`src/hw/rtl/gdr_ram.sv`:
```
// Generic simple dual-port RAM (one write port, one read port) with registered read.
// Depends on nothing.
module gdr_ram #(
  parameter int WIDTH = 4,
  parameter int DEPTH = 512
) (
  input  logic                     clk,
  input  logic                     we,
  input  logic [$clog2(DEPTH)-1:0] waddr,
  input  logic [WIDTH-1:0]         wdata,
  input  logic [$clog2(DEPTH)-1:0] raddr,
  output logic [WIDTH-1:0]         rdata
);
  logic [WIDTH-1:0] mem [DEPTH];

  always_ff @(posedge clk) begin
    if (we) begin
      mem[waddr] <= wdata;
    end
    rdata <= mem[raddr];
  end
endmodule

```
`config.mk`:
```
export PLATFORM = sky130hd
export DESIGN_NAME = gdr_ram
export DESIGN_NICKNAME = d
export VERILOG_FILES = /design/src/hw/rtl/gdr_ram.sv
export SDC_FILE = /design/constraint.sdc
export NUM_CORES = 2
export LEC_CHECK = 0
export BUFFER_PORTS_ARGS = -buffer_cell sky130_fd_sc_hd__buf_2
export CAP_MARGIN = 0
export CORE_MARGIN = 5
export CORE_UTILIZATION = 25
export DETAILED_ROUTE_END_ITERATION = 16
export GPL_TIMING_DRIVEN = 0
export PLACE_DENSITY = 0.37
export SKIP_LAST_GASP = 1
export SYNTH_ARGS = -nofsm -noshare
export SYNTH_HDL_FRONTEND = slang
export SYNTH_SLANG_ARGS = --single-unit
export TNS_END_PERCENT = 10
```
`constraint.sdc`:
```
create_clock -name clk -period 2.7 [get_ports clk]
set_input_delay 0.405 -clock clk [delete_from_list [all_inputs] [get_ports clk]]
set_output_delay 0.405 -clock clk [all_outputs]
set_load 0.05 [all_outputs]
```
# --- Yosys cells after proc, flatten, opt, wreduce, memory -nomap -nowiden ---
# Memory sizes are Yosys's and may differ from the RTL's. A register that Yosys moved wholly into a read port is not among the register bits.
# Cells that the tools add are included.
word_totals:
  ff_bits: 0
  ram_bits: 2048
  in_bits: 24
  output_inout_bits: 4
  word_cells: 3
  n_memories: 1
mem_list:
  columns: ["memory", "words", "width", "rd", "rd_clocked_by_memory_dff", "write_ports", "line", "text"]
  rows:
  - ["mem", 512, 4, 1, 1, 1, "14", "logic [WIDTH-1:0] mem [DEPTH];"]
classes:
  n_mux: 2
ops:
  columns: ["op", "n"]
  rows:
  - ["1-bit 2-to-1 mux", 2]

# --- Depth between registers and ports, before layout ---
depth:
  ltp_word: 2
  ltp_mapped: 12
  mapped_depth_nobuf: 7

# --- Worst setup path after synthesis ---
# OpenSTA, ideal clock, no wires.
synth_path:
  kind: "in2reg"
  startpoint: "in raddr[0]"
  endpoint: "reg rdata[0], read port of mem"
  setup_ns: 0.116
  t_arrival_ns: 2.253
  required_ns: 2.584
  path_slack_ns: 0.330
  cell_stages: 10
  path_buffers: 4
  path_cell_list: "buf_6 buf_12 buf_6 buf_2 mux4_2 mux2i_1 a22oi_1 a2bb2oi_1 nor3_1 and4_1"
synth_rtl:
  columns: ["element", "line", "text"]
  rows:
  - ["from (decl)", "11", "input logic [$clog2(DEPTH)-1:0] raddr,"]
  - ["to (decl)", "12", "output logic [WIDTH-1:0] rdata"]

==> results.py <==
metrics = {
    "outcome": {
        "outcome": "finished with violations",
        "violations": "setup timing",
    },
    "logic_synthesis": {
        "mappedNetlistArea_mm2": 0.0816,
        "synth.distinct_cells": 57,
        "syn_nets": 4427,
        "async_flop_share": 0,
        "synth_seq_cells": 2052,
        "synth_ff_type": "edfxtp_1",
        "avgSynthCellArea_um2": 18.5,
        "ys.warnings.count": 0,
        "syn_inst": 4403,
        "ys_seq_area_frac": 0.755,
        "synth_edf_count": 2048,
    },
    "clock_tree": {
        "root_buffer": "clkbuf_16",
        "cts_tree": "done",
        "cts_buffer_depth": 4,
        "path_clk_slew_ns": 0.06,
        "cts_made_buffers": 232,
        "htree_levels": 4,
        "clk_latency_ns": 0.93,
        "clock_sinks": 2052,
    },
    "setup_path": {
        "critPathRequiredTime_ns": 3.51,
        "crit_path_max_fanout": 10,
        "path_delay_family": "simple AND/OR/NAND/NOR gates",
        "arrival_ns": 3.75,
        "worstPathCellList": "buf_2, clkbuf_4, and3_2, buf_6, nand2_4, clkbuf_8, a21oi_1, nor3_2, nand4_1, nand4_1, and4_4",
        "startpoint_type": "input port",
        "endpoint_kind": "flop",
        "cp_num_buf_inv": 4,
        "critical_path.max_stage_delay_ns": 0.54,
        "crit_type": "input port to flop",
        "cp_common_cell": "nand4_1",
        "cpMaxStageDelayCell": "nand4_1",
    },
    "power": {
        "totalPowerFinal_mw": 70.6,
        "peakVddDrop_mv": 0.514,
        "p_per_area_mw_per_mm2": 720,
        "p_leak_nw": 30.5,
    },
    "timing": {
        "worstMarginPinSlew_ns": 1.43,
        "fin_crit_ns": 2.93,
        "finalHoldViolCount": 0,
        "holdWs_ns": 0.158,
        "skew_ns": 0.0525,
        "timing.slew.headroom": 0.0490,
        "finalMaxSlewViolations": 0,
        "fin_crit_sh": 1.09,
        "tns_ns": -1.12,
        "setup_ws_ns": -0.232,
        "grt_setup_unrepaired": "true",
        "setup_viol": 21,
        "clock.fmax_ghz": 0.341,
    },
    "finish": {
        "num-fill-cells": 31700,
        "fin_nets": 4777,
        "post-route-util": 0.302,
        "register_area_mm2": 0.0616,
        "multi_input_area_mm2": 0.0192,
        "area_growth_pct": 20.2,
        "drive_gt1_frac": 0.234,
    },
    "floorplanning": {
        "coreArea_mm2": 0.325,
        "dieArea_mm2": 0.338,
        "die-height_um": 581,
        "row_count": 209,
        "start_util": 0.251,
        "io_pins": 28,
        "fp.dieW_um": 581,
    },
    "drt": {
        "vias": 46700,
        "vias_per_cell": 5.05,
        "drc": 0,
        "first_pass_iters": 7,
        "dr.first_iter.drc_count": 5646,
        "ant_nets": 0,
        "wl_per_cell_um": 38.0,
        "routed_wl_um": 352000,
    },
    "global_routing": {
        "grt_pass1_vias": 46500,
        "grt_pass1_wl_um": 457000,
        "antenna_found_initial": 50,
        "grt_max_degree": 149,
        "grt_overflow": 0,
        "grt.total_usage": 0.202,
    },
    "placement": {
        "io_buffers": 25,
        "dp.final_hpwl_um": 243000,
        "place_congestion": 0.908,
    },
    "worst_hold_path": {
        "hold_class": "input port to flop",
    },
    "run": {
        "drv_cap": 0,
    },
}
[logic make-up after synthesis]
family | count (synthesis) | synth area share
simple gates | 853 | 0.0441
buf+inv | 299 | 0.0203
compound gates | 469 | 0.0411
flops | 2052 | 0.755
mux | 730 | 0.140
[power by group]
group / internal [mW] / switching (mW)
clock network: 17.2 / 13.2
registers: 35.1 / 0.0125
logic: 1.50 / 3.59
[cell usage after synthesis (3+ instances only)]
cell	instances	area share
or4_1	4	0.00037
o22ai_1	80	0.0061
nand3_1	37	0.0023
and4_1	4	0.00043
a2111oi_0	3	0.00032
nand2b_1	8	0.00061
o32ai_1	3	0.00032
buf_12	4	0.00098
a31oi_1	13	0.0010
buf_4	37	0.0034
mux4_2	322	0.089
nor3_1	58	0.0036
o31ai_1	4	0.00037
o2bb2ai_1	8	0.00086
nand2_1	108	0.0050
mux2_2	3	0.00041
a221oi_1	3	0.00032
mux4_1	5	0.0016
buf_2	33	0.0020
nor2b_1	9	0.00069
and2_1	5	0.00038
o221ai_1	169	0.018
o21bai_1	4	0.00037
nor3b_1	7	0.00064
dfxtp_1	4	0.00098
mux2i_1	400	0.049
a21oi_1	87	0.0053
a211oi_1	9	0.00083
o2111ai_1	4	0.00043
buf_1	43	0.0020
o22a_1	3	0.00032
buf_6	35	0.0048
and3b_1	3	0.00032
clkbuf_1	143	0.0066
and3_1	7	0.00054
o21ai_0	45	0.0028
a2bb2oi_1	3	0.00032
a22oi_1	18	0.0017
nand4_1	10	0.00077
nor4_1	25	0.0019
a222oi_1	9	0.0011
nor2_1	559	0.026
edfxtp_1	2048	0.75
[layout make-up]
cell class,count,share of cell area
Antenna cell,8,0.000204
Multi-Input combinational cell,2052,0.196
Inverter,2,0.000115
Clock inverter,122,0.0106
Timing Repair Buffer,118,0.0160
Buffer,295,0.0327
Sequential cell,2052,0.628
Clock buffer,285,0.0618
Tap cell,4325,0.0552
[stage by stage]
| stage | worst slack (ns) | instance area, um^2 | cells |
|---|---|---|---|
| 2_1_floorplan | 0.330 | 81600 | 4403 |
| 3_3_place_gp | -7.14 | 87100 | 8753 |
| 3_5_place_dp | -3.27 | 88200 | 8788 |
| 4_1_cts | -0.237 | 97200 | 9226 |
| 5_1_grt | -0.0285 | 98100 | 9252 |
| 6_report | -0.232 | 98100 | 9259 |
[cell usage in the layout, fill, tap and decap left out, types with 52 or more instances in the layout]
cell / netlist / final
a21oi_1: 87 / 75
buf_4: 37 / 73
clkbuf_1: 143 / 84
clkbuf_16: 0 / 235
clkbuf_2: 0 / 56
edfxtp_1: 2048 / 2048
mux2i_1: 400 / 395
mux4_2: 322 / 322
nand2_1: 108 / 104
nor2_1: 559 / 558
nor3_1: 58 / 52
o221ai_1: 169 / 126
o22ai_1: 80 / 65
[what timing repair did]
item,in CTS,in global routing
pin swaps,22,28
buffers inserted,30,26
endpoints found under the setup margin,115,4
cloned,0,0
endpoints found under the hold margin,80,0
hold buffers,2,0
resized for setup,474,171
[per-layer routing]
layer	vias up	track usage	routed length, um
met3	463	0.0335	22500
met2	2039	0.323	163000
met5	-	0	27
li1	18700	-	-
met4	4	0.0630	13500
met1	25500	0.281	153000
[final timing paths]
check / from / to / slack (ns) / cells past startpoint
worst max-delay path: raddr[6] / rdata[3] / -0.23 / 11
worst max register to register: mem[503][1] / rdata[1] / -0.10 / 7
worst min register to register: mem[425][1] / rdata[1] / 1.29 / 6
worst min-delay path: wdata[1] / mem[134][1] / 0.16 / 2
[flip-flops by register name (all words and copies together) (netlist names)]
signal  cells
mem      2048
rdata       4
Power figures use the tool's default switching activity.
