**config.mk**
```make
export PLATFORM = sky130hd
export DESIGN_NAME = gdr_div
export DESIGN_NICKNAME = d
export VERILOG_FILES = /design/src/hw/rtl/gdr_pkg.sv /design/src/hw/rtl/gdr_div.sv
export SDC_FILE = /design/constraint.sdc
export NUM_CORES = 1
export LEC_CHECK = 0
export ABC_AREA = 1
export BUFFER_PORTS_ARGS = -buffer_cell sky130_fd_sc_hd__buf_4
export CORE_UTILIZATION = 57
export CTS_CLUSTER_SIZE = 30
export DETAILED_ROUTE_END_ITERATION = 10
export HOLD_SLACK_MARGIN = 0.05
export PLACE_DENSITY = 0.81
export SLEW_MARGIN = 20
export SYNTH_ARGS = -nofsm -noshare
export SYNTH_HDL_FRONTEND = slang
export SYNTH_SLANG_ARGS = --single-unit
```
**constraint.sdc**
```tcl
create_clock -name clk -period 4.37 [get_ports clk]
set_clock_uncertainty 0.1 [all_clocks]
set_input_delay 0.874 -clock clk [delete_from_list [all_inputs] [get_ports clk]]
set_output_delay 0.874 -clock clk [all_outputs]
set_load 0.05 [all_outputs]
```
**src/hw/rtl/gdr_pkg.sv**
```systemverilog
// Package for the grid DDA ray caster: constants, codes and shared types.
// Used by gdr_div and grid_dda_raycaster_top; depends on nothing.
package gdr_pkg;
  localparam int MAP_W_DEF     = 32;
  localparam int MAP_H_DEF     = 16;
  localparam int MAX_STEPS_DEF = 96;
  localparam logic [3:0]  OUT_CODE = 4'd2;
  localparam logic [17:0] MIN_DIST = 18'd41;
  localparam logic [17:0] MAX_DIST = 18'd262143;

  localparam logic [1:0] REG_PLAYER_X = 2'd0;
  localparam logic [1:0] REG_PLAYER_Y = 2'd1;
  localparam logic [1:0] REG_DARK     = 2'd2;
  localparam logic [1:0] REG_VIEW_H   = 2'd3;

  // Request to the shared divider and its answer.
  typedef struct packed {
    logic        start;
    logic [47:0] num;
    logic [31:0] den;
  } div_req_t;

  typedef struct packed {
    logic        done;
    logic [47:0] quot;
  } div_rsp_t;
endpackage

```
**src/hw/rtl/gdr_div.sv**
```systemverilog
// Restoring divider, one quotient bit per cycle, 48-bit dividend.
// Depends on gdr_pkg.
module gdr_div (
  input  logic              clk,
  input  logic              rst_n,
  input  gdr_pkg::div_req_t req,
  output gdr_pkg::div_rsp_t rsp
);
  import gdr_pkg::*;

  logic [47:0] q_r, q_nxt;
  logic [32:0] rem_r, rem_nxt;
  logic [31:0] den_r, den_nxt;
  logic [5:0]  cnt_r, cnt_nxt;
  logic        busy_r, busy_nxt;
  logic        done_r, done_nxt;
  logic [32:0] trial;

  always_comb begin
    q_nxt = q_r;
    rem_nxt = rem_r;
    den_nxt = den_r;
    cnt_nxt = cnt_r;
    busy_nxt = busy_r;
    done_nxt = 1'b0;
    trial = {rem_r[31:0], q_r[47]};
    if (req.start) begin
      q_nxt = req.num;
      rem_nxt = '0;
      den_nxt = req.den;
      cnt_nxt = 6'd47;
      busy_nxt = 1'b1;
    end else if (busy_r) begin
      if (trial >= {1'b0, den_r}) begin
        rem_nxt = trial - {1'b0, den_r};
        q_nxt = {q_r[46:0], 1'b1};
      end else begin
        rem_nxt = trial;
        q_nxt = {q_r[46:0], 1'b0};
      end
      cnt_nxt = cnt_r - 6'd1;
      if (cnt_r == 6'd0) begin
        busy_nxt = 1'b0;
        done_nxt = 1'b1;
      end
    end
  end

  always_ff @(posedge clk) begin
    if (!rst_n) begin
      busy_r <= 1'b0;
      done_r <= 1'b0;
      cnt_r <= '0;
    end else begin
      busy_r <= busy_nxt;
      done_r <= done_nxt;
      cnt_r <= cnt_nxt;
    end
    q_r <= q_nxt;
    rem_r <= rem_nxt;
    den_r <= den_nxt;
  end

  assign rsp.done = done_r;
  assign rsp.quot = q_r;
endmodule

```
; Word-level counts from Yosys, hierarchy flattened
; Index checks and enable logic that the tools add are counted.
[totals]
ff_bits = 120
inputBits = 83
word_cells = 26
[op_classes]
n_addsub = 2
order_cmp = 1
muxes = 10
bitwise = 2
reduce_logical = 4
[op_table]
columns = operator, count
row1 = $mux 48, 2
row2 = $ge 33x32->1, 1
row3 = $mux 32, 1
row4 = $sub 32x32->32, 1
row5 = $mux 6, 2
row6 = $logic_not 6->1, 1
row7 = $sub 6x1->6 const B, 1
row8 = $mux 1, 5
row9 = $reduce_or 3->1, 1
row10 = $not 1->1, 2
row11 = $reduce_bool 2->1, 1
row12 = $reduce_or 2->1, 1

; Logic depth before layout (Yosys ltp)
; Gate-level depths: netlist of the first run.
[depth]
depth_word = 4
depth_mapped = 16

; Worst setup path after synthesis of the first run
; OpenSTA, ideal clock, no wires.
[synth_path]
path_type = in2reg
from = in req[80] (netlist bit)
to = reg q_r[0] (enable)
setup_ns = 0.432
arrival_ns = 2.905
t_required_ns = 3.838
path_slack_ns = 0.933
cell_stages = 4
n_path_buf = 2
path_cell_list = clkbuf_1 -> nor2_1 -> inv_2 -> buf_1
[synth_via]
elab_chain_cells = 1
[synth_rtl]
columns = item, line
row1 = start: declaration, gdr_div.sv:6  ; input gdr_pkg::div_req_t req,
row2 = $reduce_bool 2->1 (no source line), -
row3 = end signal: assignment, gdr_div.sv:59  ; q_r <= q_nxt;
row4 = end: declaration, gdr_div.sv:11  ; logic [47:0] q_r, q_nxt;
; Every way passes these cells.
; A chain may end at the register's enable or synchronous reset.

; Worst setup path after layout of the first run
[layout_path]
from = reg den_r[1]
to = reg rem_r[29]
[layout_via]
elab_chain_cells = 2
[layout_rtl]
columns = item, line
row1 = start: declaration, gdr_div.sv:13  ; logic [31:0] den_r, den_nxt;
row2 = start signal: assignment, gdr_div.sv:61  ; den_r <= den_nxt;
row3 = $sub 32x32->32 / $ge 33x32->1 (equally long branches), "gdr_div.sv:35, gdr_div.sv:34"
row4 = $mux 32 (*), gdr_div.sv:34  ; if (trial >= {1'b0, den_r}) begin
row5 = end signal: assignment, gdr_div.sv:60  ; rem_r <= rem_nxt;
row6 = end: declaration, gdr_div.sv:12  ; logic [32:0] rem_r, rem_nxt;
; Every way passes the cells marked *; elsewhere a longest branch is shown, timed or not.

==> metrics.txt, run 1 <==
status finished clean; Resize count post-CTS 0; largest fanout of any net on the critical path 34; hold violation total from the final report 0; Post-synth ARST share 0%; total gr overflow 0; starting density of the core approximately three fifths; clk slew on worst S/H paths 60 ps; drt wl/cell between 10 and 15 um; Netlist cell types 37; final clock period utilization by the worst path 60.5%; met2 routing resource usage after global routing 49.9%; standard cell core area 12700 um^2; slew margin rel. 41.3%; cell type with the highest aggregate area in the netlist edfxtp_1; maximum number of pins on one net before global-route repair 78; top cells by count, synth nand2_1, inv_1, edfxtp_1, nand3_1, nor2_1; final worst hold slack around 370 ps; mapped cell area approximately 7500 um^2; dpl hpwl 13.6 mm; Final Power ~3.3 mW; Top FF cell, synth edfxtp_1; met1 track demand over resource in global routing 37.9%; WS Path Type reg2reg; clock latency on the worst-skew pair 430 ps; count of antenna-violating nets left after detailed routing 0; number of warnings reported in the yosys synthesis log 0; final critical-path required period 2640 ps; crit-path most repeated cell nand2_1; horizontal extent of the die 116 um; count of flip-flops with a built-in enable after synthesis 80; remaining routing DRC violations 0; total nets after synthesis 1165; IR Drop Worst-Case VDD slightly above 0.3 mV; final setup TNS 0 ps; Synth Instances 1047; Placer Congestion 1.00; number of DRC violations after detailed-routing iteration 0 494; final number of max-transition violations 0; Least-Margin Pin Slew 881 ps; Critical Path Sink Type register; Synth top area share 32.2%; number of antenna violations at the first check in global routing 0; routed wire length ~19 mm; Critical Path Slowest Stage Cell nand2_4; Power per Cell Area 357 nW/um^2; overall via count from detail_route 6947; leading cell types by total area after synthesis edfxtp_1, nand2_1, dfxtp_1, inv_1, ha_1; peak clock frequency supported by timing 0.378 GHz; postcts setup bufs 0; leakage 4.90 nW; syn_area_per_cell around 7.1 um^2; clock tree from TritonCTS built; n_diodes 0; kind of path behind the tightest hold check reg2reg; H-tree depth reported by CTS 4; Root Driver clkbuf_16; Buffers on Ports between 100 and 150; Area Overhead vs Synth 22.8%; critical path data arrival time 2860 ps; slack of the worst reg-to-reg path 1730 ps; number of vias per cell between 5 and 6; element type at the critical path start register; total CTS buffers 17; Worst Slack Setup Final 1730 ps; global-route met3 utilization 8.04%; standard-cell rows 41; hold buffer count at cts 0; global-route wire length before repair 31.1 mm; pre-CTS WS approximately 1800 ps; count of clock tree sinks 120; DRT Pass-1 Iters 5; Seq cells post-synth 120; top-count cell post-synth nand2_1; RSZ-0062 raised after global routing false; final setup violation count 0; sequential-to-total area share from yosys stat a little over two fifths; most used routing layer met2; required time at the worst-slack endpoint 4580 ps; num ports ~130; net total in the final layout 1296; chip height about 120 um; fraction of layout cells with a size suffix above 1 between 10% and 20%; via count of the first global-routing pass 6623; list of cells traversed by the critical path inv_1 > ha_1 > nand2_1 > nor2_2 > nand3_1 > nand3_2 > nand2_2 > nand2_2 > nand2_4 > nand2_4 > nand2_1 > nand3_1 > nand2_1; maxcap violations 0; Die Footprint 13600 um^2; Crit path largest cell delay 430 ps; maximum clock path buffer count 2; all-layer global routing usage 30.3%
-- registers in the layout, summed over array words and instances, names as in the netlist --
signal and flops:
den_r 32, done_r 1, rem_r 32, q_r 48
busy_r 1, cnt_r 6
-- power breakdown --
group          internal, mW  total, mW  leakage (nW)  switching, mW
clock network         0.793       1.36         0.277          0.565
logic                 0.188      0.565          3.50          0.378
registers              1.31       1.35          1.13         0.0430
-- path summary, 6_finish.rpt --
kind,start,to,cells after the start
max,den_r[1],rem_r[29],13
min,rem_r[20],rem_r[20],2
max reg2reg,den_r[1],rem_r[29],13
min reg2reg,rem_r[20],rem_r[20],2
-- critical path, delay by kind of cell, from the launching register on --
| family | cells | cell delay (ps) |
|---|---|---|
| adders and majority gates | 1 | 380 |
| buffers and inverters | 1 | 60 |
| DFF | 1 | 380 |
| and+or+nand+nor | 11 | 1590 |
-- routing by layer --
| layer | vias up | wire [um] |
|---|---|---|
| li1 | 3515 | - |
| met1 | 3130 | 8300 |
| met2 | 269 | 8900 |
| met3 | 33 | 1470 |
| met4 | 0 | 408 |
| met5 | - | 0 |
-- final cells by class --
type / instances / area (um^2)
clock buffers: 17 / 425
clock inverters: 15 / 145
fillers: 1014 / 3510
inverters: 184 / 691
multi-input cells: 717 / 3430
flip-flops and latches: 120 / 3200
well taps: 172 / 215
repair buffers: 138 / 1050
-- cell families (layout without fill, tap and decap cells) --
logic type               Yosys count  in the layout  share of synthesized area, %
AND/OR/NAND/NOR                  618            618                          34.8
adder cells (fa/ha/maj)           35             35                          5.97
XOR/XNOR                          14             14                          1.64
buffers and inverters            210            354                          11.1
AO/OA/AOI/OAI                     50             50                          3.59
flip-flops                       120            120                          42.9
-- placed cells by master (no fill, tap or decap), drive strengths merged --
master	count
ha	34
o21ai	21
bufinv	1
dfxtp	40
inv	188
and2	2
buf	138
nand3b	21
and3	1
edfxtp	80
xnor2	13
nor3	8
nand3	80
a221oi	1
fa	1
nand2	451
clkinvlp	2
a31oi	3
nor2	51
nor4	2
xor2	1
clkbuf	17
a21boi	1
a21oi	21
o31ai	2
o21bai	1
clkinv	8
nand4	2
-- stage by stage --
step                      cells  util (%)  area [um^2]
after floorplan            1047         -         7460
after global placement     1331      67.8         8590
after detailed placement   1331      67.8         8590
after CTS                  1363      72.3         9160
after global routing       1363      72.3         9160
final                      1363      72.3         9160
(Power assumes the default switching activity.)
==> run 2, diff against run 1 <==
==> constraint.sdc (replaced) <==
create_clock -name clk -period 2.45 [get_ports clk]
set_clock_uncertainty 0.1 [all_clocks]
set_input_delay 0.49 -clock clk [delete_from_list [all_inputs] [get_ports clk]]
set_output_delay 0.49 -clock clk [all_outputs]
set_load 0.05 [all_outputs]
==> run 2 against run 1 <==
  * Clock power increased by 100%
  * Die area unchanged
  * Sequential power increased by 78%
  * Non-clock buffer count increased by 7
  * First-iteration DRC count increased by 3.2%
  * Via count increased by 1.3%
  * Largest cell class unchanged
  * Global-route usage increased by 0.51 points
==> metrics.txt, run 2 (same netlist as run 1, synthesis figures left out) <==
via count of the first global-routing pass 6671 (was 6623); final number of max-transition violations 0 (unchanged); critical path data arrival time 2510 ps (was 2860 ps); final worst hold slack 141 ps (was 373 ps); Critical Path Sink Type register (unchanged); maxcap violations 0 (unchanged); number of flip-flops in the largest register 48 (unchanged); remaining routing DRC violations 0 (unchanged); WS Path Type reg2reg (unchanged); Area Overhead vs Synth 25.6% (was 22.8%); number of antenna violations at the first check in global routing 0 (unchanged); largest fanout of any net on the critical path 16 (was 34); leakage 5.00 nW (was 4.90 nW); dpl hpwl 14.1 mm (was 13.6 mm); Placer Congestion 1.00 (about the same); num ports 132 (unchanged); power dissipated by switching net loads 1.64 mW (was 0.986 mW); Buffers on Ports 131 (unchanged); status finished clean (unchanged); all-layer global routing usage 30.8% (was 30.3%); chip height 116 um (unchanged); net total in the final layout 1303 (was 1296); hold violation total from the final report 0 (unchanged); number of DRC violations after detailed-routing iteration 0 510 (was 494); total CTS buffers 17 (unchanged); worst hold start req[11] (was rem_r[20]); reg2reg end rem_r[8] (was rem_r[29]); element type at the critical path start register (unchanged); clock latency on the worst-skew pair 420 ps (was 430 ps); slack of the worst reg-to-reg path 130 ps (was 1730 ps); largest registers q_r (48), den_r (32), rem_r (32) (unchanged); worst hold path endpoint den_r[11] (was rem_r[20]); area of combinational cells with multiple inputs 3460 um^2 (was 3430 um^2); horizontal extent of the die 116 um (unchanged); net switching share of the total power 26.6% (was 30.1%); required time at the worst-slack endpoint 2640 ps (was 4580 ps); commonest cells after routing, fill and taps aside nand2_1, inv_1, buf_4, edfxtp_1, nand3_1 (unchanged); P_int 4.54 mW (was 2.29 mW); total gr overflow 0 (unchanged); R2R cell count 12 (was 13); Power per Cell Area 660 nW/um^2 (was 357 nW/um^2); n_diodes 0 (unchanged); standard cell core area 12700 um^2 (unchanged); Least-Margin Pin Slew 453 ps (was 881 ps); routed wire length 19.6 mm (was 19.1 mm); most common cell after layout, fill and taps aside nand2_1 (unchanged); startpoint of the lowest-slack register-to-register path den_r[19] (was den_r[1]); standard-cell rows 41 (unchanged); Sequential Area 3200 um^2 (unchanged); starting density of the core 58.9% (unchanged); Biggest register q_r (unchanged); RSZ-0062 raised after global routing true (was false); number of vias per cell 5.14 (was 5.10); clk slew on worst S/H paths 60 ps (about the same); peak clock frequency supported by timing 0.432 GHz (was 0.378 GHz); Final Power 6.18 mW (was 3.27 mW); Seq pwr share 38.8% (was 41.2%); Root Driver clkbuf_16 (unchanged); kind of path behind the tightest hold check in2reg (was reg2reg); clock tree from TritonCTS built (unchanged); fraction of layout cells with a size suffix above 1 16.7% (was 16.0%); final setup violation count 0 (unchanged); maximum number of pins on one net before global-route repair 83 (was 78); maximum clock path buffer count 2 (unchanged); final critical-path required period 2320 ps (was 2640 ps); count of clock tree sinks 120 (unchanged); fraction of power consumed by combinational cells 16.4% (was 17.3%); global-route wire length before repair 31.7 mm (was 31.1 mm); Die Footprint 13600 um^2 (unchanged); final clock period utilization by the worst path 94.5% (was 60.5%); hold buffer count at cts 0 (unchanged); DRT Pass-1 Iters 6 (was 5); share of power burned in the clock network 44.8% (was 41.5%); count of antenna-violating nets left after detailed routing 0 (unchanged); drt wl/cell 14.3 um (was 14.0 um); IR Drop Worst-Case VDD 0.588 mV (was 0.307 mV); H-tree depth reported by CTS 4 (unchanged); worst hold path cell count 1 (was 2); fillcell total 1015 (was 1014); slew margin rel. 69.8% (was 41.3%); overall via count from detail_route 7040 (was 6947)
-- run 2: changes by cell type in the layout (fill, tap and decap cells not counted), sizes merged --
cell    delta
buf        +7
clkinv     -7
inv        -5
bufinv     +3
clkbuf     +9
-- run 2: through the flow --
| stage | utilization [%] | instance area [um^2] | setup slack (ps) | std cells | TNS (ps) |
|---|---|---|---|---|---|
| 2_1_floorplan | - | 7470 | 75.6 | 1047 | 0 |
| 3_3_place_gp | 68.4 | 8660 | 105 | 1336 | 0 |
| 3_5_place_dp | 68.4 | 8660 | 39.0 | 1336 | 0 |
| 4_1_cts | 73.6 | 9320 | 10.7 | 1368 | 0 |
| 5_1_grt | 74.0 | 9380 | -16.9 | 1370 | -63.9 |
| 6_report | 74.0 | 9380 | 134 | 1370 | 0 |
-- run 2: cell type report --
class	count	area share [%]
Multi-Input combinational cell	717	36.9
Inverter	184	7.37
Sequential cell	120	34.2
Clock inverter	6	1.44
Timing Repair Buffer	145	12.3
Tap cell	172	2.30
Clock buffer	26	5.55
-- run 2: worst max-delay path: stages (launching register included) --
cell and delay, ps:
edfxtp_1 330, inv_1 50, ha_1 400, nand2_1 150, nor2_1 200, nand2_1 110
nor3_2 200, nand2_4 160, nand2_4 130, buf_12 140, nand2_1 60, nand3_1 70
o21ai_0 90
-- run 2: how the worst max path moves through the flow --
stage	startpoint	endpoint	slack, ps	depth (start not counted)
after detailed placement	den_r[30]	rem_r[8]	40	11
after global routing	den_r[19]	rem_r[22]	-20	15
after global placement	den_r[30]	rem_r[8]	110	11
final	den_r[19]	rem_r[8]	130	12
after floorplan	q_r[47]	rem_r[16]	80	15
after CTS	den_r[30]	rem_r[8]	10	11
-- run 2: timing repair --
action	in CTS	in global routing
resized for setup	0	11
endpoints found under the setup margin	0	28
buffers inserted	0	2
-- run 2: power by group through the flow --
stage | Sequential, mW | Clock, mW | Combinational (mW)
after floorplan | 2.72 | 0 | 0.357
after global placement | 2.44 | 0 | 0.989
after detailed placement | 2.44 | 0 | 1.01
after CTS | 2.40 | 2.78 | 1.01
after global routing | 2.42 | 2.88 | 1.09
final | 2.40 | 2.77 | 1.01
-- run 2: metal layers --
layer	wire [um]	vias to the layer above	track usage (%)
li1	-	3526	-
met4	335	0	8.29
met2	9400	284	51.2
met1	8340	3201	39.8
met5	0	-	0
met3	1520	29	7.78
